--- src/rtl/clas_pkg.sv ---
// command line argument splitter: shared types and constants
// result kinds, error codes, character codes and controller/datapath link structs
// no dependencies
`timescale 1ns / 1ps
`default_nettype none

package clas_pkg;

  localparam int CharW = 16;
  localparam int IdxW  = 12;

  localparam logic [1:0] KIND_CHAR     = 2'd0;
  localparam logic [1:0] KIND_ARG_END  = 2'd1;
  localparam logic [1:0] KIND_LINE_END = 2'd2;

  localparam logic [1:0] ERR_NONE    = 2'd0;
  localparam logic [1:0] ERR_BSLASH  = 2'd1;
  localparam logic [1:0] ERR_ARGS    = 2'd2;

  localparam logic [CharW-1:0] CH_NUL    = 16'h0000;
  localparam logic [CharW-1:0] CH_QUOTE  = 16'h0022;
  localparam logic [CharW-1:0] CH_BSLASH = 16'h005C;
  localparam logic [CharW-1:0] CH_SPACE  = 16'h0020;
  localparam logic [CharW-1:0] CH_TAB    = 16'h0009;

  // which part of the held plan is put on the output
  localparam logic [1:0] SEL_BS = 2'd0;
  localparam logic [1:0] SEL_T0 = 2'd1;
  localparam logic [1:0] SEL_T1 = 2'd2;

  typedef struct packed {
    logic       accept;
    logic       emit;
    logic [1:0] sel;
    logic       last;
  } clas_cmd_t;

  typedef struct packed {
    logic       bs_more;
    logic [1:0] ntail;
    logic       nxt_bs_nz;
    logic [1:0] nxt_ntail;
  } clas_status_t;

  function automatic logic is_white(input logic [CharW-1:0] c);
    return (c == CH_SPACE) || (c == CH_TAB);
  endfunction

endpackage

`default_nettype wire

--- src/rtl/clas_dp.sv ---
// command line argument splitter datapath: parse state, per-transfer plan, output register
// depends on clas_pkg
`timescale 1ns / 1ps
`default_nettype none

module clas_dp #(
  parameter int MAX_ARGS    = 4096,
  parameter int MAX_PENDING = 32
) (
  input  wire                        clk_i,
  input  wire                        rst_ni,
  input  wire [clas_pkg::CharW-1:0]  char_code_i,
  input  clas_pkg::clas_cmd_t        cmd_i,
  output clas_pkg::clas_status_t     status_o,
  output logic [1:0]                 kind_o,
  output logic [clas_pkg::CharW-1:0] out_char_o,
  output logic [clas_pkg::IdxW-1:0]  arg_index_o,
  output logic [1:0]                 error_o,
  output logic                       last_o
);

  localparam int CntW  = $clog2(MAX_ARGS + 1);
  localparam int PendW = $clog2(MAX_PENDING + 1);
  localparam int IdxExtW = (CntW > clas_pkg::IdxW) ? CntW : clas_pkg::IdxW;

  localparam logic [2:0] PH_LINE = 3'd0;
  localparam logic [2:0] PH_EXEQ = 3'd1;
  localparam logic [2:0] PH_EXEP = 3'd2;
  localparam logic [2:0] PH_SKIP = 3'd3;
  localparam logic [2:0] PH_ARG  = 3'd4;
  localparam logic [2:0] PH_HALT = 3'd5;

  logic [2:0]       ph_q, ph_d;
  logic [1:0]       qc_q, qc_d;
  logic             iqr_q, iqr_d;
  logic [PendW-1:0] pend_q, pend_d;
  logic [CntW-1:0]  cnt_q, cnt_d;
  logic [1:0]       err_q, err_d;

  // plan of one transfer
  logic [PendW-1:0]           bs_q, bs_d;
  logic [1:0]                 nt_q, nt_d;
  logic [1:0]                 t0k_q, t0k_d;
  logic [clas_pkg::CharW-1:0] t0c_q, t0c_d;
  logic [1:0]                 t1k_q, t1k_d;
  logic [clas_pkg::IdxW-1:0]  idx_q, idx_d;
  logic [1:0]                 perr_q;

  logic [CntW-1:0]    icnt;
  logic [CntW-1:0]    icnt_m1;
  logic [IdxExtW-1:0] idx_ext;
  logic [1:0]         aq;
  logic               ai;
  logic [PendW-1:0]   ap;
  logic               do_arg;
  logic               restart;
  logic               c_zero, c_quote, c_bs, c_white, cnt_full;

  logic [1:0]                 kind_q;
  logic [clas_pkg::CharW-1:0] out_char_q;
  logic [clas_pkg::IdxW-1:0]  arg_index_q;
  logic [1:0]                 error_q;
  logic                       last_q;

  assign c_zero   = (char_code_i == clas_pkg::CH_NUL);
  assign c_quote  = (char_code_i == clas_pkg::CH_QUOTE);
  assign c_bs     = (char_code_i == clas_pkg::CH_BSLASH);
  assign c_white  = clas_pkg::is_white(char_code_i);
  assign cnt_full = (cnt_q >= CntW'(MAX_ARGS));

  always_comb begin
    ph_d    = ph_q;
    qc_d    = qc_q;
    iqr_d   = iqr_q;
    pend_d  = pend_q;
    cnt_d   = cnt_q;
    err_d   = err_q;
    icnt    = cnt_q;
    bs_d    = '0;
    nt_d    = 2'd0;
    t0k_d   = clas_pkg::KIND_CHAR;
    t0c_d   = clas_pkg::CH_NUL;
    t1k_d   = clas_pkg::KIND_LINE_END;
    do_arg  = 1'b0;
    restart = 1'b0;
    aq      = qc_q;
    ai      = iqr_q;
    ap      = pend_q;

    case (ph_q)
      PH_LINE: begin
        if (cnt_full) begin
          err_d = clas_pkg::ERR_ARGS;
          ph_d  = PH_HALT;
          nt_d  = 2'd1;
          t0k_d = clas_pkg::KIND_LINE_END;
        end else begin
          icnt  = cnt_q + CntW'(1);
          cnt_d = icnt;
          if (c_zero) begin
            nt_d    = 2'd2;
            t0k_d   = clas_pkg::KIND_ARG_END;
            restart = 1'b1;
          end else if (c_quote) begin
            ph_d = PH_EXEQ;
          end else if (c_white) begin
            nt_d  = 2'd1;
            t0k_d = clas_pkg::KIND_ARG_END;
            ph_d  = PH_SKIP;
          end else begin
            nt_d  = 2'd1;
            t0c_d = char_code_i;
            ph_d  = PH_EXEP;
          end
        end
      end
      PH_EXEQ, PH_EXEP: begin
        if (c_zero) begin
          nt_d    = 2'd2;
          t0k_d   = clas_pkg::KIND_ARG_END;
          restart = 1'b1;
        end else if ((ph_q == PH_EXEQ) ? c_quote : c_white) begin
          nt_d  = 2'd1;
          t0k_d = clas_pkg::KIND_ARG_END;
          ph_d  = PH_SKIP;
        end else begin
          nt_d  = 2'd1;
          t0c_d = char_code_i;
        end
      end
      PH_SKIP: begin
        if (c_zero) begin
          nt_d    = 2'd1;
          t0k_d   = clas_pkg::KIND_LINE_END;
          restart = 1'b1;
        end else if (!c_white) begin
          if (cnt_full) begin
            err_d = clas_pkg::ERR_ARGS;
            ph_d  = PH_HALT;
            nt_d  = 2'd1;
            t0k_d = clas_pkg::KIND_LINE_END;
          end else begin
            icnt   = cnt_q + CntW'(1);
            cnt_d  = icnt;
            aq     = 2'd0;
            ai     = 1'b0;
            ap     = '0;
            ph_d   = PH_ARG;
            do_arg = 1'b1;
          end
        end
      end
      PH_ARG: begin
        do_arg = 1'b1;
      end
      default: begin
        if (c_zero) begin
          nt_d  = 2'd1;
          t0k_d = clas_pkg::KIND_LINE_END;
        end
      end
    endcase

    if (do_arg) begin
      if (ai && !c_quote) begin
        if (aq == 2'd2) begin
          aq = 2'd0;
        end
        ai = 1'b0;
      end
      if (c_zero) begin
        bs_d    = ap;
        nt_d    = 2'd2;
        t0k_d   = clas_pkg::KIND_ARG_END;
        restart = 1'b1;
      end else if (ai) begin
        aq = aq + 2'd1;
        if (aq == 2'd3) begin
          nt_d  = 2'd1;
          t0c_d = clas_pkg::CH_QUOTE;
          aq    = 2'd0;
        end
      end else if (c_white && (aq == 2'd0)) begin
        bs_d  = ap;
        ap    = '0;
        nt_d  = 2'd1;
        t0k_d = clas_pkg::KIND_ARG_END;
        ph_d  = PH_SKIP;
      end else if (c_bs) begin
        if (ap >= PendW'(MAX_PENDING)) begin
          err_d = clas_pkg::ERR_BSLASH;
          ph_d  = PH_HALT;
          nt_d  = 2'd1;
          t0k_d = clas_pkg::KIND_LINE_END;
        end else begin
          ap = ap + PendW'(1);
        end
      end else if (c_quote) begin
        bs_d = ap >> 1;
        if (ap[0]) begin
          nt_d  = 2'd1;
          t0c_d = clas_pkg::CH_QUOTE;
        end else begin
          aq = aq + 2'd1;
        end
        ap = '0;
        ai = 1'b1;
      end else begin
        bs_d  = ap;
        ap    = '0;
        nt_d  = 2'd1;
        t0c_d = char_code_i;
      end
      qc_d   = aq;
      iqr_d  = ai;
      pend_d = ap;
    end

    if (restart) begin
      ph_d   = PH_LINE;
      qc_d   = 2'd0;
      iqr_d  = 1'b0;
      pend_d = '0;
      cnt_d  = '0;
    end
  end

  assign icnt_m1 = (icnt != '0) ? (icnt - CntW'(1)) : '0;
  assign idx_ext = IdxExtW'(icnt_m1);
  assign idx_d   = idx_ext[clas_pkg::IdxW-1:0];

  always_ff @(posedge clk_i or negedge rst_ni) begin
    if (!rst_ni) begin
      ph_q   <= PH_LINE;
      qc_q   <= 2'd0;
      iqr_q  <= 1'b0;
      pend_q <= '0;
      cnt_q  <= '0;
      err_q  <= clas_pkg::ERR_NONE;
      bs_q   <= '0;
      nt_q   <= 2'd0;
    end else if (cmd_i.accept) begin
      ph_q   <= ph_d;
      qc_q   <= qc_d;
      iqr_q  <= iqr_d;
      pend_q <= pend_d;
      cnt_q  <= cnt_d;
      err_q  <= err_d;
      bs_q   <= bs_d;
      nt_q   <= nt_d;
    end else if (cmd_i.emit && (cmd_i.sel == clas_pkg::SEL_BS)) begin
      bs_q <= bs_q - PendW'(1);
    end
  end

  always_ff @(posedge clk_i) begin
    if (cmd_i.accept) begin
      t0k_q  <= t0k_d;
      t0c_q  <= t0c_d;
      t1k_q  <= t1k_d;
      idx_q  <= idx_d;
      perr_q <= err_d;
    end
  end

  always_ff @(posedge clk_i) begin
    if (cmd_i.emit) begin
      arg_index_q <= idx_q;
      error_q     <= perr_q;
      last_q      <= cmd_i.last;
      case (cmd_i.sel)
        clas_pkg::SEL_BS: begin
          kind_q     <= clas_pkg::KIND_CHAR;
          out_char_q <= clas_pkg::CH_BSLASH;
        end
        clas_pkg::SEL_T0: begin
          kind_q     <= t0k_q;
          out_char_q <= t0c_q;
        end
        default: begin
          kind_q     <= t1k_q;
          out_char_q <= clas_pkg::CH_NUL;
        end
      endcase
    end
  end

  assign status_o.bs_more   = (bs_q > PendW'(1));
  assign status_o.ntail     = nt_q;
  assign status_o.nxt_bs_nz = (bs_d != '0);
  assign status_o.nxt_ntail = nt_d;

  assign kind_o      = kind_q;
  assign out_char_o  = out_char_q;
  assign arg_index_o = arg_index_q;
  assign error_o     = error_q;
  assign last_o      = last_q;

endmodule

`default_nettype wire

--- src/rtl/clas_ctrl.sv ---
// command line argument splitter controller: input/output handshakes and result sequencing
// depends on clas_pkg
`timescale 1ns / 1ps
`default_nettype none

module clas_ctrl (
  input  wire                    clk_i,
  input  wire                    rst_ni,
  input  wire                    in_valid_i,
  output logic                   in_stall_o,
  output logic                   out_valid_o,
  input  wire                    out_stall_i,
  input  clas_pkg::clas_status_t status_i,
  output clas_pkg::clas_cmd_t    cmd_o
);

  localparam logic [1:0] ST_IDLE = 2'd0;
  localparam logic [1:0] ST_BS   = 2'd1;
  localparam logic [1:0] ST_T0   = 2'd2;
  localparam logic [1:0] ST_T1   = 2'd3;

  logic [1:0] state_q, state_d;
  logic       out_valid_q, out_valid_d;
  logic       load;
  logic       emit;
  logic       final_res;
  logic       ready;
  logic       accept;
  logic [1:0] sel;
  logic [1:0] after_emit;
  logic [1:0] first_st;

  // output register free this cycle
  assign load = !out_valid_q || !out_stall_i;
  assign emit = load && (state_q != ST_IDLE);

  always_comb begin
    sel        = clas_pkg::SEL_T1;
    final_res  = 1'b1;
    after_emit = ST_IDLE;
    case (state_q)
      ST_BS: begin
        sel       = clas_pkg::SEL_BS;
        final_res = !status_i.bs_more && (status_i.ntail == 2'd0);
        if (status_i.bs_more) begin
          after_emit = ST_BS;
        end else if (status_i.ntail != 2'd0) begin
          after_emit = ST_T0;
        end
      end
      ST_T0: begin
        sel       = clas_pkg::SEL_T0;
        final_res = (status_i.ntail == 2'd1);
        if (status_i.ntail != 2'd1) begin
          after_emit = ST_T1;
        end
      end
      ST_T1: begin
        sel = clas_pkg::SEL_T1;
      end
      default: begin
        sel = clas_pkg::SEL_T1;
      end
    endcase
  end

  assign ready  = (state_q == ST_IDLE) || (emit && final_res);
  assign accept = in_valid_i && ready;

  always_comb begin
    if (status_i.nxt_bs_nz) begin
      first_st = ST_BS;
    end else if (status_i.nxt_ntail != 2'd0) begin
      first_st = ST_T0;
    end else begin
      first_st = ST_IDLE;
    end
  end

  always_comb begin
    state_d = state_q;
    if (accept) begin
      state_d = first_st;
    end else if (emit) begin
      state_d = after_emit;
    end
  end

  assign out_valid_d = emit ? 1'b1 : (load ? 1'b0 : out_valid_q);

  always_ff @(posedge clk_i or negedge rst_ni) begin
    if (!rst_ni) begin
      state_q     <= ST_IDLE;
      out_valid_q <= 1'b0;
    end else begin
      state_q     <= state_d;
      out_valid_q <= out_valid_d;
    end
  end

  assign cmd_o.accept = accept;
  assign cmd_o.emit   = emit;
  assign cmd_o.sel    = sel;
  assign cmd_o.last   = final_res;

  assign in_stall_o  = !ready;
  assign out_valid_o = out_valid_q;

endmodule

`default_nettype wire

--- src/rtl/command_line_argument_splitter_core.sv ---
// command line argument splitter top level: controller plus datapath
// depends on clas_pkg, clas_ctrl, clas_dp
//
// usage
//   input channel: one 16-bit character per transfer (in_valid_i / in_stall_o);
//   code 0 ends the line. output channel: one result per transfer
//   (out_valid_o / out_stall_i) with kind, out_char, arg_index, error and last;
//   last marks the final result caused by one input character.
// timing
//   a character's results are loaded into the output register one per cycle
//   while out_stall_i is low. a character with no results leaves the block
//   idle; otherwise the next character is taken in the cycle its final
//   result is loaded, so single-result characters stream at one per cycle
//   while the output is not stalled. a held backslash run of up to MAX_PENDING
//   adds one backslash result per backslash, half of them before a quote.
// reset
//   rst_ni clears the parse state, argument count and sticky error; the block
//   then waits at line start with the output register empty.
// stall
//   while out_stall_i is high the current result holds; the input stalls while
//   results of an accepted character wait behind it.
`timescale 1ns / 1ps
`default_nettype none

module command_line_argument_splitter_core #(
  parameter int MAX_ARGS    = 4096,
  parameter int MAX_PENDING = 32
) (
  input  wire         clk_i,
  input  wire         rst_ni,
  input  wire         in_valid_i,
  output logic        in_stall_o,
  input  wire  [15:0] char_code_i,
  output logic        out_valid_o,
  input  wire         out_stall_i,
  output logic [1:0]  kind_o,
  output logic [15:0] out_char_o,
  output logic [11:0] arg_index_o,
  output logic [1:0]  error_o,
  output logic        last_o
);

  clas_pkg::clas_cmd_t    cmd;
  clas_pkg::clas_status_t status;

  clas_ctrl u_ctrl (
    .clk_i       (clk_i),
    .rst_ni      (rst_ni),
    .in_valid_i  (in_valid_i),
    .in_stall_o  (in_stall_o),
    .out_valid_o (out_valid_o),
    .out_stall_i (out_stall_i),
    .status_i    (status),
    .cmd_o       (cmd)
  );

  clas_dp #(
    .MAX_ARGS    (MAX_ARGS),
    .MAX_PENDING (MAX_PENDING)
  ) u_dp (
    .clk_i       (clk_i),
    .rst_ni      (rst_ni),
    .char_code_i (char_code_i),
    .cmd_i       (cmd),
    .status_o    (status),
    .kind_o      (kind_o),
    .out_char_o  (out_char_o),
    .arg_index_o (arg_index_o),
    .error_o     (error_o),
    .last_o      (last_o)
  );

endmodule

`default_nettype wire
--- config.mk ---
export PLATFORM = sky130hd
export DESIGN_NAME = command_line_argument_splitter_core
export DESIGN_NICKNAME = d
export VERILOG_FILES = /design/src/rtl/clas_pkg.sv /design/src/rtl/clas_dp.sv /design/src/rtl/clas_ctrl.sv /design/src/rtl/command_line_argument_splitter_core.sv
export SDC_FILE = /design/constraint.sdc
export NUM_CORES = 1
export LEC_CHECK = 0
export BUFFER_PORTS_ARGS = -buffer_cell sky130_fd_sc_hd__buf_2
export CELL_PAD_IN_SITES_DETAIL_PLACEMENT = 1
export CELL_PAD_IN_SITES_GLOBAL_PLACEMENT = 1
export CORE_MARGIN = 2
export CORE_UTILIZATION = 30
export CTS_CLUSTER_SIZE = 40
export DETAILED_ROUTE_END_ITERATION = 10
export PLACE_DENSITY_LB_ADDON = 0.08
export SLEW_MARGIN = 10
export SYNTH_ARGS = -nofsm -noshare
export SYNTH_HDL_FRONTEND = slang
export SYNTH_SLANG_ARGS = --single-unit
--- constraint.sdc ---
create_clock -name clk_i -period 9.2 [get_ports clk_i]
set_input_delay 1.84 -clock clk_i [delete_from_list [all_inputs] [get_ports clk_i]]
set_output_delay 1.84 -clock clk_i [all_outputs]
set_load 0.02 [all_outputs]
## Word-level counts from Yosys, hierarchy flattened

Cells that the tools add are included.

| cells by class | value |
|---|---|
| mux-type cells | 154 |
| reductions and logical operators | 33 |
| $add $sub $neg | 5 |
| eq/ne operators | 15 |
| order comparisons | 3 |

Operators with widths:

| kind | number |
|---|---|
| $mux W16 | 14 |
| $mux W2 | 60 |
| $mux W6 | 19 |
| $pmux W16 S2 | 2 |
| $mux W13 | 4 |
| $mux W3 | 14 |
| $eq A16 B6 Y1 const B | 2 |
| $mux W1 | 30 |
| $pmux W13 S2 | 1 |
| $eq A16 B4 Y1 const B | 1 |
| $eq A16 B7 Y1 const B | 1 |
| $logic_not A16 Y1 | 1 |
| $pmux W2 S2 | 4 |
| $pmux W2 S4 | 2 |
| $reduce_bool A2 Y1 | 7 |
| $add A13 B1 Y13 const B | 1 |
| $ge A13 B13 Y1 const B | 1 |
| $reduce_bool A13 Y1 | 1 |
| $sub A12 B1 Y12 const B | 1 |
| $pmux W3 S3 | 1 |
| $logic_not A2 Y1 | 4 |
| $logic_and A1 B1 Y1 | 7 |
| $add A6 B1 Y6 const B | 1 |
| $eq A2 B1 Y1 const B | 3 |
| other kinds (17) | 28 |

| word-level totals | value |
|---|---|
| input port bits | 20 |
| bits in registers | 103 |
| output and inout port bits | 35 |
| logic and storage cells | 229 |

## Logic depth before layout (Yosys ltp)

| depth | value |
|---|---|
| word-level depth | 19 |
| mapped depth | 13 |
| depth with buffers taken out | 11 |

## Cells and area by module

From an unflattened synthesis, not the netlist that was laid out.

| unflattened totals | value |
|---|---|
| cell total of the unflattened synthesis | 602 |
| area, all modules | 6007.0 µm² |

Modules (own cells, without submodules):

| module | area an instance (µm²) | times used | cells each | sequential area each (µm²) |
|---|---|---|---|---|
| clas_dp | 5665.4 | 1 | 564 | 2827.7 |
| clas_ctrl | 341.6 | 1 | 38 | 75.1 |

## Worst setup path before layout

Ideal clock, no wire load.

| timing | value |
|---|---|
| path type | in2reg |
| start | input out_stall_i |
| end | register u_dp.bs_q[5] |
| stages | 6 |
| slack | 4.120 ns |
| required time | 9.012 ns |
| setup time | 0.188 ns |
| path buffers | 0 |
| arrival time | 4.892 ns |
| path through | a21oi_1 nand2_1 or4_1 nor3_1 xnor2_1 o21ai_0 |

| between the ends | value |
|---|---|
| longest elaborated chain between the ends | 7 |
| elaborated cells on any way between the ends | 9 |
| those cells by class | mux (1); reduce/logical (8) |

Ends and longest elaborated chain:

| what | line | RTL |
|---|---|---|
| start: declaration | command_line_argument_splitter_core.sv:35 | `input wire out_stall_i,` |
| $logic_not A1 Y1 * | clas_ctrl.sv:34 | `assign load = !out_valid_q \|\| !out_stall_i;` |
| $logic_or A1 B1 Y1 * | clas_ctrl.sv:34 |  |
| $logic_and A1 B1 Y1 * | clas_ctrl.sv:35 | `assign emit = load && (state_q != ST_IDLE);` |
| $logic_and A1 B1 Y1 | clas_ctrl.sv:67 | `assign ready = (state_q == ST_IDLE) \|\| (emit && final_res);` |
| $logic_or A1 B1 Y1 | clas_ctrl.sv:67 |  |
| $logic_and A1 B1 Y1 | clas_ctrl.sv:68 | `assign accept = in_valid_i && ready;` |
| $mux W6 or $reduce_bool A2 Y1 (tied branches) | - |  |
| end signal: assignment | clas_dp.sv:249 | `bs_q <= bs_d;` |
| end signal: assignment | clas_dp.sv:252 | `bs_q <= bs_q - PendW'(1);` |
| end: declaration | clas_dp.sv:41 | `logic [PendW-1:0] bs_q, bs_d;` |

Mark *: on every way between the ends. The rest lies on a longest branch, timed or not.
A chain may end at the register's enable or synchronous reset.

## Final worst setup path

| timing | value |
|---|---|
| start | input char_code_i[9] |
| end | register u_dp.idx_q[4] (netlist name) (data pin) |

| between the ends | value |
|---|---|
| longest elaborated chain between the ends | 6 |
| elaborated cells on any way between the ends | 9 |
| those cells by class | add/sub (1); eq/ne (2); mux (3); reduce/logical (3) |

Ends and longest elaborated chain:

| what | line | RTL |
|---|---|---|
| start: declaration | command_line_argument_splitter_core.sv:33 | `input wire [15:0] char_code_i,` |
| $eq A16 B6 Y1 or $eq A16 B4 Y1 (tied branches) | clas_pkg.sv:46 | `return (c == CH_SPACE) \|\| (c == CH_TAB);` |
| $logic_or A1 B1 Y1 | clas_pkg.sv:46 |  |
| $mux W13 | clas_dp.sv:136 | `end else if (!c_white) begin` |
| $mux W13 * | - |  |
| $pmux W13 S2 * | clas_dp.sv:90 | `case (ph_q)` |
| $sub A12 B1 Y12 or $reduce_bool A13 Y1 (tied branches) | clas_dp.sv:228 | `assign icnt_m1 = (icnt != '0) ? (icnt - CntW'(1)) : '0;` |
| end signal: assignment | clas_dp.sv:261 | `idx_q <= idx_d;` |
| end: declaration | clas_dp.sv:46 | `logic [clas_pkg::IdxW-1:0] idx_q, idx_d;` |

Marked as above.

==> results.json <==
{
  "status": "finished, final reports clean",
  "placed_cells": 889,
  "htreeDepth": 3,
  "drv_cap": 0,
  "cts_buffers": 9,
  "synthArstFlopShare_pct": 36.9,
  "top_usage_layer": "met2",
  "hold_class": "reg -> reg",
  "fp-row-count": 51,
  "gp_congestion": 0.812,
  "leakage_nw": 2.51,
  "cp.required_ps": 9300,
  "die_area_um2": 20900,
  "wl_um": 16400,
  "drc": 0,
  "vdd.ir_drop.worst_v": 0.0000917,
  "path_class": "in -> reg",
  "fin_crit_sh_pct": 59.5,
  "syn-num-nets": 631,
  "synthCells": 597,
  "area_growth_syn_to_layout_pct": 13.5,
  "place_area_um2": 6450,
  "synth_edf_count": 65,
  "hold_viol_final": 0,
  "netlist_top_cells_area": "edfxtp_1, dfrtp_1, nand2_1",
  "ios": 55,
  "drive_above_1_share_pct": 16.3,
  "relSlewSlack_pct": 36.3,
  "fin_setup_tns_ps": 0,
  "antenna_found_initial": 0,
  "fin_crit_ps": 5470,
  "synth_common_cells": "edfxtp_1, nand2_1, nor2_1",
  "post_cts_resized": 0,
  "post_drt_wl_per_cell_um": 18.1,
  "nFillCells": 2247,
  "seq_area_frac_synth_pct": 48.9,
  "dp_hpwl_um": 12000,
  "crit_chain": "buf_2 > nor4_2 > nand2_1 > o21ai_1 > nand2_1 > mux2i_1 > ha_1 > nor2_1 > a2111oi_0 > a31oi_1 > xor2_1 > nor2_1",
  "ys_seq_elements": 103,
  "crit_path_max_fanout": 11,
  "core_um2": 19500,
  "vias": 4660,
  "use_met2_pct": 26.0,
  "antennaDiodeCount": 0,
  "p_per_area_nw_per_um2": 305,
  "syn_area_per_cell_um2": 9.95,
  "grt_pass1_wl_um": 26300,
  "overflow": 0,
  "root_buffer": "clkbuf_16",
  "slew_viol_final": 0,
  "fin_skew_ps": 13.6,
  "holdWs_ps": 421,
  "ant_nets": 0,
  "fin_cells": 905,
  "path_clk_slew_ps": 70,
  "die_h_um": 145,
  "port_buffers": 54,
  "max_stage_delay_ps": 810,
  "drtIter0Drc": 266,
  "ys_types": 80,
  "cts_tree": "built",
  "yosysMostFrequentCell": "edfxtp_1",
  "fmax_mhz": 183,
  "grtUsageTotal_pct": 16.4,
  "avgViaCountPerCell": 5.15,
  "ctsHoldBuffers": 0,
  "dieWidth_um": 145,
  "yosys_warnings": 0,
  "synthFlopType": "edfxtp_1",
  "cts_buffer_depth": 2,
  "finalSetupViolCount": 0,
  "worst_ep_arrival_time_ps": 5570,
  "cp_slowest_cell": "o21ai_1",
  "start_kind": "input pin",
  "postCtsSetupBuffers": 0,
  "dr.pass1.iters": 4,
  "synth_area_um2": 5940,
  "rsz0062_at_grt": "false",
  "synth_top_area_share_pct": 32.8,
  "cts_sinks": 103,
  "crit_path_end_kind": "flop",
  "initial_utilization_pct": 30.5,
  "grt_max_degree": 40,
  "grt_pass1_vias": 4684,
  "met3_usage_pct": 2.44,
  "grt.met1_usage_pct": 23.2,
  "clk-insertion-delay-late_ps": 360,
  "synth_top_cell_by_area": "edfxtp_1",
  "nets": 669,
  "max_slew.worst_pin.slew_ps": 956,
  "finalInstanceArea_um2": 6740
}
final cells by class:
cell class / count / area [um2] / area share, %
Sequential cell: 103 / 2900 / 43.1
Multi-Input combinational cell: 446 / 2860 / 42.5
Tap cell: 265 / 332 / 4.92
Timing Repair Buffer: 57 / 293 / 4.34
Clock buffer: 10 / 229 / 3.40
Inverter: 18 / 67.6 / 1.00
Clock inverter: 6 / 55.1 / 0.816
worst paths after layout:
kind	slack, ps	end	start	cells after the start
worst max-delay path	3730	u_dp.idx_q[4]$_SDFFCE_PN0P_	char_code_i[9]	12
worst min-delay path	420	u_dp.arg_index_o[0]$_DFFE_PP_	u_dp.idx_q[0]$_SDFFCE_PN0P_	0
worst max register to register	5470	u_dp.idx_q[4]$_SDFFCE_PN0P_	u_dp.ph_q[0]$_DFFE_PN0P_	11
worst min register to register	420	u_dp.arg_index_o[0]$_DFFE_PP_	u_dp.idx_q[0]$_SDFFCE_PN0P_	0
max in group asynchronous	6970	u_dp.qc_q[0]$_DFFE_PN0P_	rst_ni	1
min in group asynchronous	1630	u_dp.cnt_q[7]$_DFFE_PN0P_	rst_ni	1
worst max-delay path: cells and delay by family:
kind | cells | cell delay [ps]
and+or+nand+nor | 5 | 1330
AOI/OAI and AO/OA | 3 | 1310
muxes | 1 | 410
adders and majority gates | 1 | 350
xor gates and xnor gates | 1 | 190
buffers and inverters | 1 | 120
power by group:
part | internal [mW] | switching [mW] | leakage, nW
combinational | 0.276 | 0.577 | 1.24
clock | 0.189 | 0.191 | 0.133
sequential | 0.728 | 0.0927 | 1.14
total | 1.19 | 0.860 | 2.51
logic make-up (layout without fill, tap and decap cells):
| family | Yosys count | in the layout | share of synthesized area, % |
|---|---|---|---|
| AO/OA/AOI/OAI | 141 | 141 | 16.3 |
| XOR/XNOR | 25 | 25 | 3.68 |
| adder cells (fa/ha/maj) | 14 | 14 | 2.95 |
| buffers and inverters | 48 | 91 | 3.22 |
| flip-flops | 103 | 103 | 48.9 |
| multiplexers | 8 | 8 | 1.43 |
| AND/OR/NAND/NOR | 258 | 258 | 23.5 |
flip-flops by register name, summed over array words and instances, names as in the netlist, 3 cells and up:
register and count:
u_dp.arg_index_o 12, u_dp.bs_q 6, u_dp.cnt_q 13, u_dp.idx_q 12, u_dp.out_char_o 16, u_dp.pend_q 6, u_dp.ph_q 3, u_dp.t0c_q 16
metal layers:
metal	up-vias	share of wire, %
li1	2255	-
met1	2311	49
met2	81	46
met3	13	3.6
met4	0	1.6
met5	-	0
metrics by stage:
step | setup WS [ps] | util (%) | total power [mW]
detailed placement | 3190 | 33.2 | 1.70
global placement | 3390 | 33.2 | 1.69
floorplan | 4120 | - | 1.41
global route | 3410 | 34.6 | 2.21
CTS | 3580 | 34.6 | 2.09
finish | 3730 | 34.6 | 2.05
cells in the final DEF, fill, tap and decap left out, types with 4 or more instances in the layout:
cell type,count
buf_2,54
nand2b_1,7
nor3_1,17
mux2i_1,4
nor4_1,5
clkbuf_16,9
a21oi_1,27
or3_1,5
dfrtp_1,38
xor2_1,9
o21ai_1,4
xnor2_1,16
and2_1,35
a31oi_1,7
nor2b_1,4
a211oi_1,5
o31a_1,4
o31ai_1,6
nand4_1,5
edfxtp_1,65
a21o_1,7
nand2_1,63
nor2_1,56
or4_1,5
ha_1,14
o21ai_0,38
mux2_2,4
inv_1,17
nand3_1,23
No activity file was read; power rests on OpenSTA's default activity.
